**config.mk**
```make
export PLATFORM = sky130hd
export DESIGN_NAME = etd_div_pipe
export DESIGN_NICKNAME = d
export VERILOG_FILES = /design/src/design/etd_pkg.sv /design/src/design/etd_div_pipe.sv
export SDC_FILE = /design/constraint.sdc
export NUM_CORES = 1
export LEC_CHECK = 0
export BUFFER_PORTS_ARGS = -buffer_cell sky130_fd_sc_hd__buf_2
export CAP_MARGIN = 20
export CORE_UTILIZATION = 50
export CTS_BUF_LIST = sky130_fd_sc_hd__clkbuf_8
export DETAILED_ROUTE_END_ITERATION = 8
export PLACE_DENSITY = 0.66
export SLEW_MARGIN = 20
export SYNTH_ARGS = -nofsm -noshare
export SYNTH_HDL_FRONTEND = slang
export SYNTH_SLANG_ARGS = --single-unit
```
**constraint.sdc**
```tcl
create_clock -name clk -period 3.5 [get_ports clk]
set_input_delay 0.35 -clock clk [delete_from_list [all_inputs] [get_ports clk]]
set_output_delay 0.35 -clock clk [all_outputs]
set_load 0.05 [all_outputs]
```
**src/design/etd_pkg.sv**
```systemverilog
package etd_pkg;

    // Pipeline control shared by every stage of the root and divider pipelines: advance enable and item valid.
    typedef struct packed {
        logic en;
        logic valid;
    } etd_ctl_t;

    // Register index of min_norm_threshold (byte address 4 * index).
    localparam logic REG_MIN_NORM = 1'b0;

    localparam int THR_W = 16;

endpackage

```
**src/design/etd_div_pipe.sv**
```systemverilog
// Restoring divider, one quotient bit per stage. Quotient must fit Q_W bits.
module etd_div_pipe #(
    parameter int Q_W = 16,
    parameter int D_W = 20,
    parameter int P_W = 1
) (
    input  logic              clk,
    input  logic              rst_n,
    input  etd_pkg::etd_ctl_t ctl,
    input  logic [D_W-1:0]    num_hi,
    input  logic [Q_W-1:0]    num_lo,
    input  logic [D_W-1:0]    den,
    input  logic [P_W-1:0]    side_in,
    output logic              valid_out,
    output logic [Q_W-1:0]    quot,
    output logic [P_W-1:0]    side_out
);

    logic [D_W-1:0] rem_in  [0:Q_W-1];
    logic [Q_W-1:0] lo_in   [0:Q_W-1];
    logic [D_W-1:0] den_in  [0:Q_W-1];
    logic [Q_W-1:0] q_in    [0:Q_W-1];
    logic [P_W-1:0] side_s  [0:Q_W-1];
    logic           v_in    [0:Q_W-1];

    logic [D_W-1:0] rem_reg  [1:Q_W];
    logic [Q_W-1:0] lo_reg   [1:Q_W];
    logic [D_W-1:0] den_reg  [1:Q_W];
    logic [Q_W-1:0] q_reg    [1:Q_W];
    logic [P_W-1:0] side_reg [1:Q_W];
    logic           v_reg    [1:Q_W];

    genvar i;
    generate
        for (i = 0; i < Q_W; i++)
        begin : g_stage
            logic [D_W:0]   r2;
            logic [D_W-1:0] rem_next;
            logic [Q_W-1:0] q_next;

            if (i == 0)
            begin : g_first
                assign rem_in[i] = num_hi;
                assign lo_in[i]  = num_lo;
                assign den_in[i] = den;
                assign q_in[i]   = '0;
                assign side_s[i] = side_in;
                assign v_in[i]   = ctl.valid;
            end
            else
            begin : g_rest
                assign rem_in[i] = rem_reg[i];
                assign lo_in[i]  = lo_reg[i];
                assign den_in[i] = den_reg[i];
                assign q_in[i]   = q_reg[i];
                assign side_s[i] = side_reg[i];
                assign v_in[i]   = v_reg[i];
            end

            always_comb
            begin
                r2 = {rem_in[i], lo_in[i][Q_W-1-i]};
                if (r2 >= {1'b0, den_in[i]})
                begin
                    rem_next = D_W'(r2 - {1'b0, den_in[i]});
                    q_next   = {q_in[i][Q_W-2:0], 1'b1};
                end
                else
                begin
                    rem_next = D_W'(r2);
                    q_next   = {q_in[i][Q_W-2:0], 1'b0};
                end
            end

            always_ff @(posedge clk or negedge rst_n)
            begin
                if (!rst_n)
                    v_reg[i+1] <= 1'b0;
                else if (ctl.en)
                    v_reg[i+1] <= v_in[i];
            end

            always_ff @(posedge clk)
            begin
                if (ctl.en)
                begin
                    rem_reg[i+1]  <= rem_next;
                    lo_reg[i+1]   <= lo_in[i];
                    den_reg[i+1]  <= den_in[i];
                    q_reg[i+1]    <= q_next;
                    side_reg[i+1] <= side_s[i];
                end
            end
        end
    endgenerate

    assign valid_out = v_reg[Q_W];
    assign quot      = q_reg[Q_W];
    assign side_out  = side_reg[Q_W];

endmodule
```
Word level (Yosys, flattened, before mapping)
Memory sizes are Yosys's and may differ from the RTL's.
Cells that the tools add are included.
{"block": "word_totals", "regBits": 16, "ram_bits": 1168, "mem_count": 5, "in_bits": 61}
{"block": "classes", "muxes": 34, "n_lt_le_gt_ge": 16, "n_addsub": 16}
{"name": "den_reg", "depth": 16, "word_bits": 20, "rd": 15, "rd_ports_with_merged_regs": 0, "wr": 16, "line_no": "etd_div_pipe.sv:28", "source": "logic [D_W-1:0] den_reg [1:Q_W];"}
{"name": "rem_reg", "depth": 16, "word_bits": 20, "rd": 15, "rd_ports_with_merged_regs": 0, "wr": 16, "line_no": "etd_div_pipe.sv:26", "source": "logic [D_W-1:0] rem_reg [1:Q_W];"}
{"name": "lo_reg", "depth": 16, "word_bits": 16, "rd": 15, "rd_ports_with_merged_regs": 0, "wr": 16, "line_no": "etd_div_pipe.sv:27", "source": "logic [Q_W-1:0] lo_reg [1:Q_W];"}
{"name": "q_reg", "depth": 16, "word_bits": 16, "rd": 16, "rd_ports_with_merged_regs": 0, "wr": 16, "line_no": "etd_div_pipe.sv:29", "source": "logic [Q_W-1:0] q_reg [1:Q_W];"}
{"name": "side_reg", "depth": 16, "word_bits": 1, "rd": 16, "rd_ports_with_merged_regs": 0, "wr": 16, "line_no": "etd_div_pipe.sv:30", "source": "logic [P_W-1:0] side_reg [1:Q_W];"}
{"op": "21-bit by 20-bit >= comparator with 1-bit output", "n": 16}
{"op": "20-bit 2-to-1 mux", "n": 16}
{"op": "20-bit subtractor", "n": 16}
{"op": "1-bit 2-to-1 mux", "n": 18}

Logic depth before layout (Yosys ltp)
An unclocked memory read counts as a cell.
{"block": "depth", "depth_word": 3, "ltp_mapped": 13, "ltp_nobuf": 11}

Worst setup path before layout
No wires, ideal clock.
{"block": "synth_path", "path_kind": "reg-to-reg", "from": "reg, netlist name den_reg[0][121]", "to": "reg, netlist name rem_reg[0][152]", "t_required_ns": 3.240, "period_less_slack_ns": 2.900, "path_slack_ns": 0.600, "arrival_time_ns": 2.640, "stages_incl_launch_ff": 12, "cell_sequence": "edfxtp_1 -> inv_1 -> ha_1 -> nor2b_1 -> o31a_1 -> o31a_1 -> o21a_1 -> a21oi_1 -> a221oi_1 -> o32ai_1 -> buf_2 -> mux2_2"}

==> qor.txt <==
=================================================================================================================
First DRT Iteration DRCs                                                                                     1830
Vias in the first global route                                                                              29300
Slack of the critical path                                                                                 168 ps
Number of buffer cells added on primary ports                                                                  78
Num ports                                                                                                      79
Clock tree from TritonCTS                                                                                     yes
Clock-pin slew on the worst setup and hold paths                                                            60 ps
Yosys warns                                                                                                     0
Die H                                                                                                      307 um
Global placement routability congestion                                                                     0.920
Hold violation total from the final report                                                                      0
Sequential power share                                                                                      37.1%
Outcome                                                                                              finished clean
Simple logic cell fraction of the synthesized area                                                          8.65%
Layout filler cell count                                                                                     7601
FFs w/ async S/R, synth                                                                                     1.80%
Per-cell routed wire length                                                                               17.3 um
Arithmetic-cell share of the synthesized area counting full adders, half adders and majority gates          9.27%
Via-per-instance ratio                                                                                       5.38
Tightest Hold Check Type                                                                             input port to flop
Area enclosed by the die boundary                                                                     0.0941 mm^2
Element type at the critical path start                                                                      flop
First-pass GRT wire length                                                                              151000 um
Vias                                                                                                        29700
Later-pin clock latency in the skew report                                                                 830 ps
Switching share of power                                                                                    36.0%
Final routed wirelength across all metal layers                                                          95600 um
Dpl ws                                                                                                    56.5 ps
Starting density of the core                                                                                50.6%
H-tree lvl count                                                                                                4
Maximum fanout encountered on the critical timing path                                                         15
Remaining global-route overflow                                                                                 0
Total half-perimeter wirelength after legalization and detailed placement                                70400 um
Fmax                                                                                                      300 MHz
First-pass DRT Iterations                                                                                       5
Cell internal pwr                                                                                         28.7 mW
Layout Skew                                                                                               33.4 ps
Total power density per cell area                                                                     854 mW/mm^2
Placeable core area                                                                                   0.0918 mm^2
Endpoints failing setup                                                                                         0
Share of layout cells above drive strength 1                                                                12.9%
Antenna violations before repair                                                                                1
Overall power after layout                                                                                44.8 mW
Row cnt                                                                                                       111
GR Util met1                                                                                                23.4%
Worst endpoint required time                                                                              4060 ps
Avg Cell Area, Syn                                                                                      12.1 um^2
Tot GR Track Use                                                                                            20.4%
Layout-stage area growth over the synthesis result                                                          12.9%
Total leakage power                                                                                       21.5 nW
Setup Crit Path Kind                                                                                 flop to flop
Met3 capacity usage during global routing                                                                   3.44%
Combinational group share of total power                                                                    43.1%
Synthesized netlist net count                                                                                4244
Overall die width                                                                                          307 um
Number of synthesized flops with an enable pin                                                                872
Number of buffers added by the clock tree synthesis step                                                      153
Drc violations                                                                                                  0
Post-CTS setup buffer count                                                                                     0
Max Transition Viols Final                                                                                      0
Largest net degree at the start of global routing                                                             102
Count of distinct cell types in the synthesized netlist                                                        83
Post-synthesis cell area                                                                              0.0464 mm^2
Final cycle utilization of the critical path                                                                95.2%
Max transition margin                                                                                       48.4%
Net switching power                                                                                       16.1 mW
Number of clock sinks seen by CTS                                                                             888
Max-cap viol count                                                                                              0
Worst voltage drop across the vdd grid                                                                 0.000438 V
Synthesis-stage register bit count                                                                            888
Arrival time of data at the critical path endpoint                                                        3900 ps
Proportion of synthesized chip area in sequential cells                                                     57.2%
Global routing met2 resource utilization                                                                    37.1%
Synth Area in XOR/XNOR                                                                                      4.02%
Final critical path time including I/O delays and setup                                                   3330 ps
Fin nets                                                                                                     4550
Root Buffer Master                                                                                   sky130_fd_sc_hd__clkbuf_8
Combinational family with the most area after synthesis                                              compound AO/OA/AOI/OAI gates
Dominant register cell in the synthesized netlist                                                    sky130_fd_sc_hd__edfxtp_1
Top Usage Layer GRT                                                                                          met2
Number of standard cells after synthesis                                                                     3848
Part of the power in the clock network                                                                      19.9%
Crit. End Element                                                                                            flop
Antenna-violating nets left                                                                                     0
Portion of netlist area occupied by mux cells                                                               4.12%
Slew at the pin closest to its max-slew limit                                                              755 ps
Accumulated negative setup slack                                                                             0 ps
CTS Buffer Depth                                                                                                3
Fraction of the mapped netlist area in compound gates                                                       12.6%
=================================================================================================================
[final timing paths]
path | slack (ps) | to | start | depth (start not counted)
setup / recovery | 170 | rem_reg[0][204] | rem_reg[0][182] | 10
hold / removal | 60 | lo_reg[0][56] | ctl[1] | 1
setup reg to reg | 170 | rem_reg[0][204] | rem_reg[0][182] | 10
hold reg to reg | 410 | q_reg[0][169] | q_reg[0][152] | 0
max in group asynchronous | 2390 | v_in[11] | rst_n | 3
min in group asynchronous | 660 | v_in[4] | rst_n | 3
[final cells by class]
class | count | area [um^2] | area share (%)
Clock buffer | 156 | 2150 | 4.09
Tap cell | 1243 | 1560 | 2.96
Timing Repair Buffer | 219 | 1770 | 3.37
Antenna cell | 1 | 2.50 | 0.00477
Sequential cell | 888 | 26600 | 50.7
Clock inverter | 124 | 743 | 1.42
Multi-Input combinational cell | 2465 | 18000 | 34.4
Inverter | 427 | 1600 | 3.06
[synth_stat cells, types with 9 or more instances]
cell,n,share of area (%)
sky130_fd_sc_hd__a211o_1,15,0.28
sky130_fd_sc_hd__a211oi_1,20,0.32
sky130_fd_sc_hd__a21boi_0,9,0.15
sky130_fd_sc_hd__a21o_1,101,1.6
sky130_fd_sc_hd__a21oi_1,247,2.7
sky130_fd_sc_hd__a311oi_1,10,0.19
sky130_fd_sc_hd__a31oi_1,33,0.44
sky130_fd_sc_hd__and2_1,14,0.19
sky130_fd_sc_hd__and3_1,21,0.28
sky130_fd_sc_hd__and4_1,11,0.21
sky130_fd_sc_hd__buf_2,25,0.27
sky130_fd_sc_hd__clkbuf_1,40,0.32
sky130_fd_sc_hd__dfrtp_1,16,0.86
sky130_fd_sc_hd__edfxtp_1,872,56
sky130_fd_sc_hd__fa_1,15,0.65
sky130_fd_sc_hd__ha_1,320,8.6
sky130_fd_sc_hd__inv_1,426,3.4
sky130_fd_sc_hd__mux2_2,141,3.4
sky130_fd_sc_hd__mux2i_1,28,0.60
sky130_fd_sc_hd__nand2_1,258,2.1
sky130_fd_sc_hd__nand2b_1,42,0.57
sky130_fd_sc_hd__nand3_1,69,0.74
sky130_fd_sc_hd__nand3b_1,9,0.15
sky130_fd_sc_hd__nand4_1,42,0.57
sky130_fd_sc_hd__nor2_1,200,1.6
sky130_fd_sc_hd__nor2b_1,51,0.69
sky130_fd_sc_hd__nor3_1,54,0.58
sky130_fd_sc_hd__nor3b_1,9,0.15
sky130_fd_sc_hd__o211ai_1,24,0.39
sky130_fd_sc_hd__o21a_1,62,1.0
sky130_fd_sc_hd__o21ai_0,223,2.4
sky130_fd_sc_hd__o21bai_1,20,0.32
sky130_fd_sc_hd__o31a_1,15,0.28
sky130_fd_sc_hd__o31ai_1,29,0.47
sky130_fd_sc_hd__or2_2,11,0.15
sky130_fd_sc_hd__or3_1,23,0.31
sky130_fd_sc_hd__xnor2_1,131,2.5
sky130_fd_sc_hd__xor2_1,82,1.5
[power groups by stage]
stage	logic (mW)	registers (mW)	clock network, mW
3_5_place_dp	19.1	16.8	0
3_3_place_gp	18.9	16.8	0
5_1_grt	21.4	16.8	9.64
6_report	19.3	16.6	8.89
2_1_floorplan	14.5	16.2	0
4_1_cts	19.3	16.6	9.21
[routing by layer]
layer,vias to the layer above,wire (um)
met5,-,0
met4,0,3520
met3,205,3320
met2,551,49900
met1,14100,38900
li1,14900,-
[through the flow]
stage / instance area [um^2] / utilization (%) / hold WS [ps] / instances
floorplan: 46400 / - / 54.4 / 3848
global placement: 49000 / 53.3 / 277 / 5183
detailed placement: 49000 / 53.3 / 279 / 5183
CTS: 52400 / 57.1 / 9.30 / 5522
global route: 52500 / 57.1 / 46.6 / 5523
finish: 52500 / 57.1 / 59.1 / 5523
[kinds of logic after synthesis]
kind of cell               Yosys count
AOI/OAI and AO/OA                  908
DFF                                888
and+or+nand+nor                    836
buffers and inverters              495
adders and majority gates          335
xor gates and xnor gates           213
muxes                              173
[critical path, cell delays in order, from the launching register on]
cell                        delay [ps]
sky130_fd_sc_hd__edfxtp_1          420
sky130_fd_sc_hd__ha_1              410
sky130_fd_sc_hd__nand3_1           270
sky130_fd_sc_hd__o21bai_1          300
sky130_fd_sc_hd__a31oi_4           360
sky130_fd_sc_hd__a2111oi_2         150
sky130_fd_sc_hd__o41ai_2           310
sky130_fd_sc_hd__o21ai_0           140
sky130_fd_sc_hd__nand2_1           140
sky130_fd_sc_hd__buf_12            170
sky130_fd_sc_hd__mux2_2            380
[timing repair]
action,in CTS,in global routing
hold endpoints to repair,73,0
hold buffers,59,0
endpoints found under the setup margin,0,36
resized for setup,0,3
[placed cells by master (no fill, tap or decap), types with 23 or more instances in the layout]
cell | Yosys | routed
sky130_fd_sc_hd__a21o_1 | 101 | 101
sky130_fd_sc_hd__a21oi_1 | 247 | 245
sky130_fd_sc_hd__a31oi_1 | 33 | 33
sky130_fd_sc_hd__buf_2 | 25 | 77
sky130_fd_sc_hd__buf_4 | 0 | 69
sky130_fd_sc_hd__clkbuf_8 | 0 | 156
sky130_fd_sc_hd__clkinv_1 | 1 | 33
sky130_fd_sc_hd__clkinv_2 | 0 | 30
sky130_fd_sc_hd__dlygate4sd3_1 | 0 | 59
sky130_fd_sc_hd__edfxtp_1 | 872 | 872
sky130_fd_sc_hd__ha_1 | 320 | 320
sky130_fd_sc_hd__inv_1 | 426 | 467
sky130_fd_sc_hd__mux2_2 | 141 | 141
sky130_fd_sc_hd__mux2i_1 | 28 | 28
sky130_fd_sc_hd__nand2_1 | 258 | 258
sky130_fd_sc_hd__nand2b_1 | 42 | 42
sky130_fd_sc_hd__nand3_1 | 69 | 69
sky130_fd_sc_hd__nand4_1 | 42 | 42
sky130_fd_sc_hd__nor2_1 | 200 | 200
sky130_fd_sc_hd__nor2b_1 | 51 | 50
sky130_fd_sc_hd__nor3_1 | 54 | 54
sky130_fd_sc_hd__o211ai_1 | 24 | 24
sky130_fd_sc_hd__o21a_1 | 62 | 62
sky130_fd_sc_hd__o21ai_0 | 223 | 223
sky130_fd_sc_hd__o31ai_1 | 29 | 29
sky130_fd_sc_hd__or3_1 | 23 | 23
sky130_fd_sc_hd__xnor2_1 | 131 | 131
sky130_fd_sc_hd__xor2_1 | 82 | 82
(Power assumes the default switching activity.)
