## config.mk

```make
export PLATFORM = sky130hd
export DESIGN_NAME = etd_sqrt_pipe
export DESIGN_NICKNAME = d
export VERILOG_FILES = /design/src/design/etd_pkg.sv /design/src/design/etd_sqrt_pipe.sv
export SDC_FILE = /design/constraint.sdc
export NUM_CORES = 1
export LEC_CHECK = 0
export ABC_AREA = 1
export BUFFER_PORTS_ARGS = -buffer_cell sky130_fd_sc_hd__buf_4
export CAP_MARGIN = 20
export CORE_ASPECT_RATIO = 0.6
export CORE_MARGIN = 3
export CORE_UTILIZATION = 60
export DETAILED_ROUTE_END_ITERATION = 12
export HOLD_SLACK_MARGIN = 0.06
export PLACE_DENSITY = 0.74
export SYNTH_ARGS = -nofsm -noshare
export SYNTH_HDL_FRONTEND = slang
export SYNTH_SLANG_ARGS = --single-unit
```

## constraint.sdc

```tcl
create_clock -name clk -period 4.6 [get_ports clk]
set_clock_uncertainty 0.1 [all_clocks]
set_input_delay 0.23 -clock clk [delete_from_list [all_inputs] [get_ports clk]]
set_output_delay 0.23 -clock clk [all_outputs]
set_load 0.02 [all_outputs]
```

## src/design/etd_pkg.sv

```systemverilog
package etd_pkg;

    // Pipeline control shared by every stage of the root and divider pipelines: advance enable and item valid.
    typedef struct packed {
        logic en;
        logic valid;
    } etd_ctl_t;

    // Register index of min_norm_threshold (byte address 4 * index).
    localparam logic REG_MIN_NORM = 1'b0;

    localparam int THR_W = 16;

endpackage

```

## src/design/etd_sqrt_pipe.sv

```systemverilog
// Integer square root, one root bit per stage (digit recurrence).
module etd_sqrt_pipe #(
    parameter int IN_W = 35,
    parameter int P_W  = 1
) (
    input  logic                   clk,
    input  logic                   rst_n,
    input  etd_pkg::etd_ctl_t      ctl,
    input  logic [IN_W-1:0]        radicand,
    input  logic [P_W-1:0]         side_in,
    output logic                   valid_out,
    output logic [(IN_W+1)/2-1:0]  root,
    output logic [P_W-1:0]         side_out
);

    localparam int R  = (IN_W + 1) / 2;
    localparam int RW = R + 3;

    logic [2*R-1:0] n_in    [0:R-1];
    logic [RW-1:0]  rem_in  [0:R-1];
    logic [R-1:0]   root_in [0:R-1];
    logic [P_W-1:0] side_in_s [0:R-1];
    logic           v_in    [0:R-1];

    logic [2*R-1:0] n_reg    [1:R];
    logic [RW-1:0]  rem_reg  [1:R];
    logic [R-1:0]   root_reg [1:R];
    logic [P_W-1:0] side_reg [1:R];
    logic           v_reg    [1:R];

    genvar i;
    generate
        for (i = 0; i < R; i++)
        begin : g_stage
            logic [RW-1:0] rem_sh;
            logic [RW-1:0] trial;
            logic [RW-1:0] rem_next;
            logic [R-1:0]  root_next;

            if (i == 0)
            begin : g_first
                assign n_in[i]      = (2*R)'(radicand);
                assign rem_in[i]    = '0;
                assign root_in[i]   = '0;
                assign side_in_s[i] = side_in;
                assign v_in[i]      = ctl.valid;
            end
            else
            begin : g_rest
                assign n_in[i]      = n_reg[i];
                assign rem_in[i]    = rem_reg[i];
                assign root_in[i]   = root_reg[i];
                assign side_in_s[i] = side_reg[i];
                assign v_in[i]      = v_reg[i];
            end

            always_comb
            begin
                rem_sh = {rem_in[i][RW-3:0], n_in[i][2*R-1-2*i -: 2]};
                trial  = RW'({root_in[i], 2'b01});
                if (rem_sh >= trial)
                begin
                    rem_next  = rem_sh - trial;
                    root_next = {root_in[i][R-2:0], 1'b1};
                end
                else
                begin
                    rem_next  = rem_sh;
                    root_next = {root_in[i][R-2:0], 1'b0};
                end
            end

            always_ff @(posedge clk or negedge rst_n)
            begin
                if (!rst_n)
                    v_reg[i+1] <= 1'b0;
                else if (ctl.en)
                    v_reg[i+1] <= v_in[i];
            end

            always_ff @(posedge clk)
            begin
                if (ctl.en)
                begin
                    n_reg[i+1]    <= n_in[i];
                    rem_reg[i+1]  <= rem_next;
                    root_reg[i+1] <= root_next;
                    side_reg[i+1] <= side_in_s[i];
                end
            end
        end
    endgenerate

    assign valid_out = v_reg[R];
    assign root      = root_reg[R];
    assign side_out  = side_reg[R];

endmodule

```

Word-level counts from Yosys, hierarchy flattened
Memory sizes are Yosys's and may differ from the RTL's.
Cells that the tools add are included.
{"block": "op_classes", "n_addsub": 18, "magnitude_cmp": 18, "muxes": 38}
{"operator": "2-to-1 mux 21 bit", "n": 18}
{"operator": "greater-or-equal comparator 21 x 20 -> 1 bit", "n": 17}
{"operator": "subtractor 21 x 20 -> 21 bit", "n": 17}
{"operator": "2-to-1 mux 1 bit", "n": 20}
{"operator": "subtractor 1 x 1 -> 2 bit (second input constant)", "n": 1}
{"operator": "greater-or-equal comparator 1 bit (second input constant)", "n": 1}
{"block": "word_totals", "register_bits": 18, "ramBits": 1368, "in_bits": 40, "output_inout_bits": 20, "wordCells": 96, "mem_count": 4}
{"name": "n_reg", "depth": 18, "width": 36, "read_ports": 17, "rd_ports_with_merged_regs": 0, "wr": 18, "line_no": "etd_sqrt_pipe.sv:25", "rtl": "logic [2*R-1:0] n_reg [1:R];"}
{"name": "rem_reg", "depth": 18, "width": 21, "read_ports": 17, "rd_ports_with_merged_regs": 0, "wr": 18, "line_no": "etd_sqrt_pipe.sv:26", "rtl": "logic [RW-1:0] rem_reg [1:R];"}
{"name": "root_reg", "depth": 18, "width": 18, "read_ports": 18, "rd_ports_with_merged_regs": 0, "wr": 18, "line_no": "etd_sqrt_pipe.sv:27", "rtl": "logic [R-1:0] root_reg [1:R];"}
{"name": "side_reg", "depth": 18, "width": 1, "read_ports": 18, "rd_ports_with_merged_regs": 0, "wr": 18, "line_no": "etd_sqrt_pipe.sv:28", "rtl": "logic [P_W-1:0] side_reg [1:R];"}

Depth between registers and ports, before layout
Gate-level depths: netlist (run 1).
An unclocked memory read counts as a cell.
{"block": "depth", "word_depth": 3, "ltp_mapped": 14, "ltp_nobuf": 14}

Least setup slack after synthesis (run 1)
OpenSTA, ideal clock, no wires.
{"block": "synth_timing", "kind": "register to register", "from": "register, netlist name rem_reg[0][84]", "to": "register, netlist name rem_reg[0][109]", "setup_ps": 258, "arrival_ps": 1695, "required_time_ps": 4242, "setup_slack_ps": 2547, "path_stages_with_launch": 11, "path_buffers": 1, "synth_period_minus_slack_ps": 2053, "cell_sequence": "edfxtp_1 > ha_1 > a21oi_1 > nand2_1 > nand2_1 > nand2_1 > nand2_2 > nand3_2 > nor2_4 > buf_4 > o21ai_1"}

==> impl_metrics.sql, run 1 <==
INSERT INTO impl_metrics (metric_group, metric, value, unit) VALUES
('status', 'status', 'completed', ''),
('min_path', 'worst_hold_startpoint', 'radicand[31]', ''),
('power_and_ir_drop', 'power-per-cell-area', '436', 'mW/mm^2'),
('global_routing', 'grt_overflow_total', '0', ''),
('timing', 'hold_ws', '201', 'ps'),
('yosys', 'post_synth_num_cell_types', '50', ''),
('timing', 'setup_repair_after_global_routing_missed_its_margin', 'false', ''),
('global_routing', 'groute.usage.overall', '29.0', '%'),
('yosys', 'yosys_most_used_dff', 'sky130_fd_sc_hd__edfxtp_1', ''),
('detailed_routing', 'final_antenna_net_count', '0', ''),
('yosys', 'number_of_nets_in_the_synthesized_netlist', '4561', ''),
('worst_setup_path', 'timing.critical_path.required', '4880', 'ps'),
('global_routing', 'grt_antenna_before_repair', '2', ''),
('detailed_routing', 'detailedRoute.firstPassIterationCount', '6', ''),
('clock_tree', 'cts-root-to-sink-buffers', '3', ''),
('timing', 'finalHoldViolCount', '0', ''),
('timing', 'setup_viol', '0', ''),
('clock_tree', 'clkLatencyLatePin', '650', 'ps'),
('worst_setup_path', 'register_to_register_setup_slack', '1670', 'ps'),
('place', 'place.port_buffers', '59', ''),
('worst_setup_path', 'worst_reg2reg_path_depth', '11', ''),
('worst_setup_path', 'setup.worst_path.start', 'root_reg[0][144]', ''),
('timing', 'finalCriticalPeriod', '2930', 'ps'),
('yosys', 'synth_edf_count', '790', ''),
('die', 'fp.dieW', '345', 'um'),
('clock_tree', 'h-tree-depth', '3', ''),
('clock_tree', 'cts.clk_slew.worst_paths', '70', 'ps'),
('place', 'place.detailed.instances', '5271', ''),
('clock_tree', 'cts_hold_repair.buffers', '42', ''),
('min_path', 'timing.hold.worst_endpoint', 'n_reg[0][67]', ''),
('final_layout', 'layout_cell_share_with_drive_strength_beyond_1', '6.21', '%'),
('yosys', 'synth_async_sr_flop_share', '2.23', '%'),
('final_layout', 'area.growth.synth_to_final', '10.7', '%'),
('yosys', 'syn_avg_cell_area', '9.57', 'um^2'),
('power_and_ir_drop', 'worst_ir_drop_vdd', '325', 'uV'),
('yosys', 'netlist_top_cells_area', 'sky130_fd_sc_hd__edfxtp_1 57%, sky130_fd_sc_hd__nand2_1 12%, sky130_fd_sc_hd__inv_1 6.0%', ''),
('detailed_routing', 'routed_via_density', '5.55', ''),
('clock_tree', 'cts.repair.resized', '0', ''),
('die', 'die_height', '210', 'um'),
('die', 'rows', '73', ''),
('global_routing', 'first_global_vias', '27700', ''),
('clock_tree', 'ctsRootBufferMaster', 'sky130_fd_sc_hd__clkbuf_16', ''),
('worst_setup_path', 'worstSetupStartpointType', 'register', ''),
('worst_setup_path', 'timing.critical_path.slowest_cell_delay', '460', 'ps'),
('yosys', 'warning_count_from_the_yosys_run', '0', ''),
('power_and_ir_drop', 'power.leakage', '20.4', 'nW'),
('final_layout', 'fin_nets', '4719', ''),
('timing', 'finalWorstSetupSlack', '1670', 'ps'),
('yosys', 'synth.cell_area', '0.0415', 'mm^2'),
('detailed_routing', 'vias', '30300', ''),
('clock_tree', 'clock_sinks', '808', ''),
('timing', 'maxSlewViolCount', '0', ''),
('detailed_routing', 'drt_wl_total', '105', 'mm'),
('worst_setup_path', 'setup.worst_path.end_class', 'register', ''),
('timing', 'worst_slew_pin_slew', '876', 'ps'),
('timing', 'max_clock_freq', '0.341', 'GHz'),
('global_routing', 'grt_max_degree', '113', ''),
('power_and_ir_drop', 'power', '20.0', 'mW'),
('timing', 'setup-tns-final', '0', 'ps'),
('die', 'boundaryPins', '60', ''),
('worst_setup_path', 'crit_path_max_fanout', '22', ''),
('worst_setup_path', 'critical_path_class', 'reg2reg', ''),
('yosys', 'synth.largest_area_cell', 'sky130_fd_sc_hd__edfxtp_1', ''),
('yosys', 'synth_top_cells_by_count', '1355 x sky130_fd_sc_hd__nand2_1, 790 x sky130_fd_sc_hd__edfxtp_1, 668 x sky130_fd_sc_hd__inv_1', ''),
('die', 'design.die.area', '0.0724', 'mm^2'),
('place', 'placement.cell_area', '0.0429', 'mm^2'),
('flow_run', 'max_cap_violations', '0', ''),
('detailed_routing', 'post_drt_wl_per_cell', '19.3', 'um'),
('timing', 'post-route-period-util', '63.7', '%'),
('clock_tree', 'cts_buffer_count', '76', ''),
('yosys', 'synth_largest_type_area_fraction', '57.2', '%');
==> per-layer routing <==
metal / vias up / GRT usage, % / wire length (um)
met4: 2 / 5.14 / 1350
met1: 14200 / 49.4 / 52300
li1: 14500 / - / -
met3: 111 / 8.95 / 13400
met5: - / 0 / 13
met2: 1464 / 35.5 / 38300
==> how the worst max path moves through the flow <==
stage,end,slack (ps)
2_1_floorplan,rem_reg[0][109],2550
3_3_place_gp,rem_reg[0][242],1820
3_5_place_dp,rem_reg[0][192],1820
4_1_cts,rem_reg[0][240],1780
5_1_grt,rem_reg[0][241],1500
6_report,rem_reg[0][192],1670
==> where the power goes <==
group	internal, mW	total [mW]	switching (mW)
combinational	1.25	3.85	2.59
clock	3.70	6.60	2.90
sequential	9.02	9.56	0.540
==> cells by family after synthesis <==
logic type,count (synthesis),share of synthesized area (%)
other cells,1,0.00905
flops,808,58.3
fa+ha+maj,188,5.67
simple gates,2164,21.9
compound gates,334,4.47
xor+xnor,124,2.62
buf+inv,714,6.96
==> area by class of cell <==
cell class / instances / area (um^2)
fill: 5173 / 21400
clock buffer: 92 / 1980
antenna: 1 / 2.50
sequential: 808 / 24200
tap: 900 / 1130
inverter: 679 / 2560
timing repair buffer: 115 / 1050
clock inverter: 49 / 617
multi-input combinational: 2811 / 14400
==> worst max-delay path: cells and delay by family, from the launching register on <==
family,cells,cell delay (ps)
simple gates,7,1170
flops,1,460
compound gates,2,440
fa+ha+maj,1,310
buf+inv,1,160
==> placed cells by master, fill, tap and decap left out, drive strengths merged, types with 46 or more instances in the layout <==
master	synthesis	routed
nand2	1380	1380
edfxtp	790	790
inv	678	680
nor2	375	375
nand3	251	251
ha	188	188
a21oi	175	175
o21ai	132	132
clkbuf	5	92
xor2	89	89
buf	30	73
nand4	46	46
nand3b	46	46
Power figures use the tool's default switching activity.
==> run 2: changes to the inputs <==
--- a/config.mk
+++ b/config.mk
@@ -5,7 +5,7 @@
 export SDC_FILE = /design/constraint.sdc
 export NUM_CORES = 1
 export LEC_CHECK = 0
-export ABC_AREA = 1
+export ABC_AREA = 0
 export BUFFER_PORTS_ARGS = -buffer_cell sky130_fd_sc_hd__buf_4
 export CAP_MARGIN = 20
 export CORE_ASPECT_RATIO = 0.6
@@ -13,7 +13,7 @@
 export CORE_UTILIZATION = 60
 export DETAILED_ROUTE_END_ITERATION = 12
 export HOLD_SLACK_MARGIN = 0.06
-export PLACE_DENSITY = 0.74
+export PLACE_DENSITY = 0.75
 export SYNTH_ARGS = -nofsm -noshare
 export SYNTH_HDL_FRONTEND = slang
 export SYNTH_SLANG_ARGS = --single-unit
==> constraint.sdc (replaced) <==
create_clock -name clk -period 2.8 [get_ports clk]
set_clock_uncertainty 0.1 [all_clocks]
set_input_delay 0.14 -clock clk [delete_from_list [all_inputs] [get_ports clk]]
set_output_delay 0.14 -clock clk [all_outputs]
set_load 0.02 [all_outputs]
==> run 2 against run 1 <==
The run now ends with setup timing left; combinational power grew 69%; sequential cell count is the same; hold slack lost 100 ps; sequential power grew 66%; sequential share of layout area grew 1.3 points; total power grew 63%; fmax grew 2.7%; routed wire length shrank 23%; synthesized area shrank 11%.
==> impl_metrics.sql, run 2 <==
INSERT INTO impl_metrics (metric_group, metric, value, unit) VALUES
('yosys', 'yosys.cell_count.top_type', 'sky130_fd_sc_hd__edfxtp_1', ''),
('place', 'dp_slack', '-446', 'ps'),
('die', 'boundaryPins', '60', ''),
('die', 'fp.dieW', '326', 'um'),
('global_routing', 'grt_max_degree', '99', ''),
('yosys', 'post_synth_num_cell_types', '76', ''),
('worst_setup_path', 'setup.worst_path.end_class', 'register', ''),
('worst_setup_path', 'worst_path_cell_chain', 'or4_4, or4_4, o211ai_4, nor3_4, nor4b_4, nand2_1, xnor2_1', ''),
('min_path', 'worst_hold_startpoint', 'radicand[28]', ''),
('detailed_routing', 'final_antenna_net_count', '0', ''),
('timing', 'timing.slew.headroom', '47.0', '%'),
('timing', 'setup_viol', '5', ''),
('worst_setup_path', 'timing.critical_path.required', '3090', 'ps'),
('min_path', 'holdPathStages', '2', ''),
('min_path', 'timing.hold.worst_endpoint', 'n_reg[0][64]', ''),
('clock_tree', 'clock_sinks', '808', ''),
('yosys', 'synth_cells', '2790', ''),
('yosys', 'synth_compound_gate_area_share', '9.35', '%'),
('clock_tree', 'cts_tree', 'yes', ''),
('final_layout', 'final_common_cell', 'sky130_fd_sc_hd__edfxtp_1', ''),
('status', 'status', 'complete, but fails checks', ''),
('clock_tree', 'cts-root-to-sink-buffers', '3', ''),
('yosys', 'synth_seq_area_share', '65.4', '%'),
('worst_setup_path', 'worstSetupStartpointType', 'register', ''),
('yosys', 'synth_adder_area_share', '6.36', '%'),
('detailed_routing', 'max_used_layer', 'met4', ''),
('worst_setup_path', 'worst_reg2reg_path_depth', '7', ''),
('timing', 'finalWorstSetupSlack', '-55.1', 'ps'),
('final_layout', 'final_util', '74.6', '%'),
('status', 'violations_in_the_final_reports', 'setup timing', ''),
('clock_tree', 'ctsRootBufferMaster', 'sky130_fd_sc_hd__clkbuf_16', ''),
('final_layout', 'area.growth.synth_to_final', '21.2', '%'),
('yosys', 'synth.largest_area_cell', 'sky130_fd_sc_hd__edfxtp_1', ''),
('yosys', 'synth-xor-area-share', '4.97', '%'),
('die', 'coreArea', '0.0601', 'mm^2'),
('detailed_routing', 'vias', '23700', ''),
('final_layout', 'design_area', '0.0448', 'mm^2'),
('worst_setup_path', 'timing.critical_path.buf_inv', '0', ''),
('yosys', 'synth.cell_area', '0.0370', 'mm^2'),
('clock_tree', 'cts.clk_slew.worst_paths', '70', 'ps'),
('timing', 'setup_repair_after_global_routing_missed_its_margin', 'true', ''),
('yosys', 'netlist_top_cells_area', 'sky130_fd_sc_hd__edfxtp_1 64%, sky130_fd_sc_hd__ha_1 6.4%, sky130_fd_sc_hd__xor2_1 2.6%', ''),
('yosys', 'synth_largest_type_area_fraction', '64.2', '%'),
('global_routing', 'groute.usage.overall', '25.0', '%'),
('worst_setup_path', 'reg2reg_from', 'rem_reg[0][91]', ''),
('yosys', 'synth_top_family_by_area', 'simple AND/OR/NAND/NOR gates', ''),
('yosys', 'synth_top_cells_by_count', '790 x sky130_fd_sc_hd__edfxtp_1, 235 x sky130_fd_sc_hd__inv_1, 188 x sky130_fd_sc_hd__ha_1', ''),
('worst_setup_path', 'critical_path.slowest_cell', 'sky130_fd_sc_hd__or4_4', ''),
('flow_run', 'max_cap_violations', '0', ''),
('power_and_ir_drop', 'power', '32.7', 'mW'),
('power_and_ir_drop', 'worst_ir_drop_vdd', '728', 'uV'),
('global_routing', 'first_global_vias', '23100', ''),
('timing', 'finalCriticalPeriod', '2860', 'ps'),
('worst_setup_path', 'register_to_register_setup_slack', '-60', 'ps'),
('power_and_ir_drop', 'power.leakage', '17.5', 'nW'),
('detailed_routing', 'dr_wl_met2', '35.1', 'mm'),
('worst_setup_path', 'crit_path_frequent_cell', 'sky130_fd_sc_hd__or4_4', ''),
('clock_tree', 'h-tree-depth', '3', ''),
('detailed_routing', 'routed_via_density', '5.79', ''),
('clock_tree', 'clkLatencyLatePin', '670', 'ps'),
('yosys', 'synth.ff_latch_count', '808', ''),
('die', 'design.die.area', '0.0647', 'mm^2'),
('yosys', 'number_of_nets_in_the_synthesized_netlist', '3018', ''),
('final_layout', 'layout_common_cells', '790 x sky130_fd_sc_hd__edfxtp_1, 324 x sky130_fd_sc_hd__buf_4, 229 x sky130_fd_sc_hd__inv_1', ''),
('yosys', 'synth_edf_count', '790', ''),
('timing', 'worst_slew_pin_slew', '793', 'ps'),
('timing', 'finalHoldViolCount', '0', ''),
('worst_setup_path', 'timing.critical_path.slowest_cell_delay', '580', 'ps'),
('worst_setup_path', 'crit_family', 'simple AND/OR/NAND/NOR gates', ''),
('detailed_routing', 'drt_wl_total', '81.6', 'mm'),
('yosys', 'synth_async_sr_flop_share', '2.23', '%'),
('worst_setup_path', 'crit_path_max_fanout', '4', ''),
('timing', 'max_clock_freq', '0.350', 'GHz'),
('detailed_routing', 'detail_route.drc_violations', '0', ''),
('worst_setup_path', 'critPathArrivalTime', '3140', 'ps'),
('detailed_routing', 'wirelength_met1', '38.9', 'mm'),
('power_and_ir_drop', 'power-per-cell-area', '730', 'mW/mm^2'),
('global_routing', 'grt_antenna_before_repair', '3', ''),
('die', 'die_height', '198', 'um'),
('final_layout', 'layout_cell_share_with_drive_strength_beyond_1', '20.7', '%'),
('yosys', 'synth.area.mux_share', '1.65', '%'),
('yosys', 'warning_count_from_the_yosys_run', '0', ''),
('die', 'rows', '69', ''),
('yosys', 'syn_avg_cell_area', '13.3', 'um^2'),
('final_layout', 'total_inserted_antenna_cells', '0', ''),
('die', 'floorplan.initialDensity', '61.5', '%'),
('final_layout', 'fin_nets', '3459', ''),
('final_layout', 'number_of_flip_flops_under_the_largest_register_name', '307', ''),
('worst_setup_path', 'reg2reg_to', 'rem_reg[0][123]', ''),
('global_routing', 'grt_overflow_total', '0', ''),
('detailed_routing', 'post_drt_wl_per_cell', '19.9', 'um'),
('yosys', 'synth_simple_gate_area_share', '9.38', '%'),
('detailed_routing', 'drt_iter0_markers', '2414', ''),
('place', 'hpwl', '55.3', 'mm'),
('timing', 'post-route-period-util', '102', '%'),
('timing', 'setup-tns-final', '-149', 'ps'),
('worst_setup_path', 'critical_path_class', 'reg2reg', ''),
('place', 'gp_routability_congestion', '0.976', ''),
('timing', 'maxSlewViolCount', '0', ''),
('detailed_routing', 'detailedRoute.firstPassIterationCount', '7', ''),
('yosys', 'yosys_most_used_dff', 'sky130_fd_sc_hd__edfxtp_1', ''),
('clock_tree', 'cts_buffer_count', '74', ''),
('final_layout', 'final.fill_count', '3678', ''),
('place', 'place.port_buffers', '59', ''),
('detailed_routing', 'total_length_of_routed_met3_wires', '5.82', 'mm'),
('place', 'placement.cell_area', '0.0404', 'mm^2'),
('min_path', 'hold_path_class', 'in2reg', ''),
('global_routing', 'global_route_wire_length_before_repair', '127', 'mm');
-- run 2: worst max-delay path by stage --
stage / start / endpoint / slack [ps] / cells after the start
after CTS: root_reg[0][234] / rem_reg[0][312] / -50 / 9
after floorplan: rem_reg[0][213] / rem_reg[0][233] / 5 / 9
after global routing: rem_reg[0][89] / rem_reg[0][123] / -110 / 7
after global placement: rem_reg[0][273] / rem_reg[0][312] / -240 / 8
final: rem_reg[0][91] / rem_reg[0][123] / -60 / 7
after detailed placement: rem_reg[0][273] / rem_reg[0][312] / -450 / 8
-- run 2: what timing repair did --
item | in CTS | in global routing
hold buffers | 54 | 0
endpoints found under the setup margin | 109 | 160
resized for setup | 59 | 155
setup buffers | 7 | 32
pin swaps | 12 | 48
cloned | 0 | 1
hold endpoints to repair | 120 | 0
-- run 2: final cells by class --
cell class / instances / area (um^2) / share of cell area, %
clock buffer: 84 / 1890 / 4.22
inverter: 238 / 893 / 1.99
multi-input combinational: 1702 / 12800 / 28.5
tap: 816 / 1020 / 2.28
timing repair buffer: 407 / 3490 / 7.79
clock inverter: 45 / 573 / 1.28
sequential: 808 / 24200 / 53.9
-- run 2: stage by stage --
stage	hold slack, ps	instances
2_1_floorplan	-256	2790
3_3_place_gp	-89.5	3879
3_5_place_dp	-83.5	3879
4_1_cts	60.4	4068
5_1_grt	78.0	4100
6_report	99.6	4100
-- run 2: routing by layer --
metal  track usage, %  vias up
li1                 -    11200
met1             39.0    11500
met2             36.5      834
met3             4.78      153
met4             6.10        0
met5                0        -
-- run 2: report_power, final --
group          internal, mW  switching (mW)  leakage (nW)
Sequential             15.0           0.886          7.79
Combinational          3.03            3.48          8.53
Clock                  5.69            4.59          1.18
-- run 2: cells by family after synthesis --
group,count (synthesis)
simple gates,691
compound gates,557
flops,808
other cells,1
buf+inv,280
mux,55
fa+ha+maj,188
xor+xnor,210
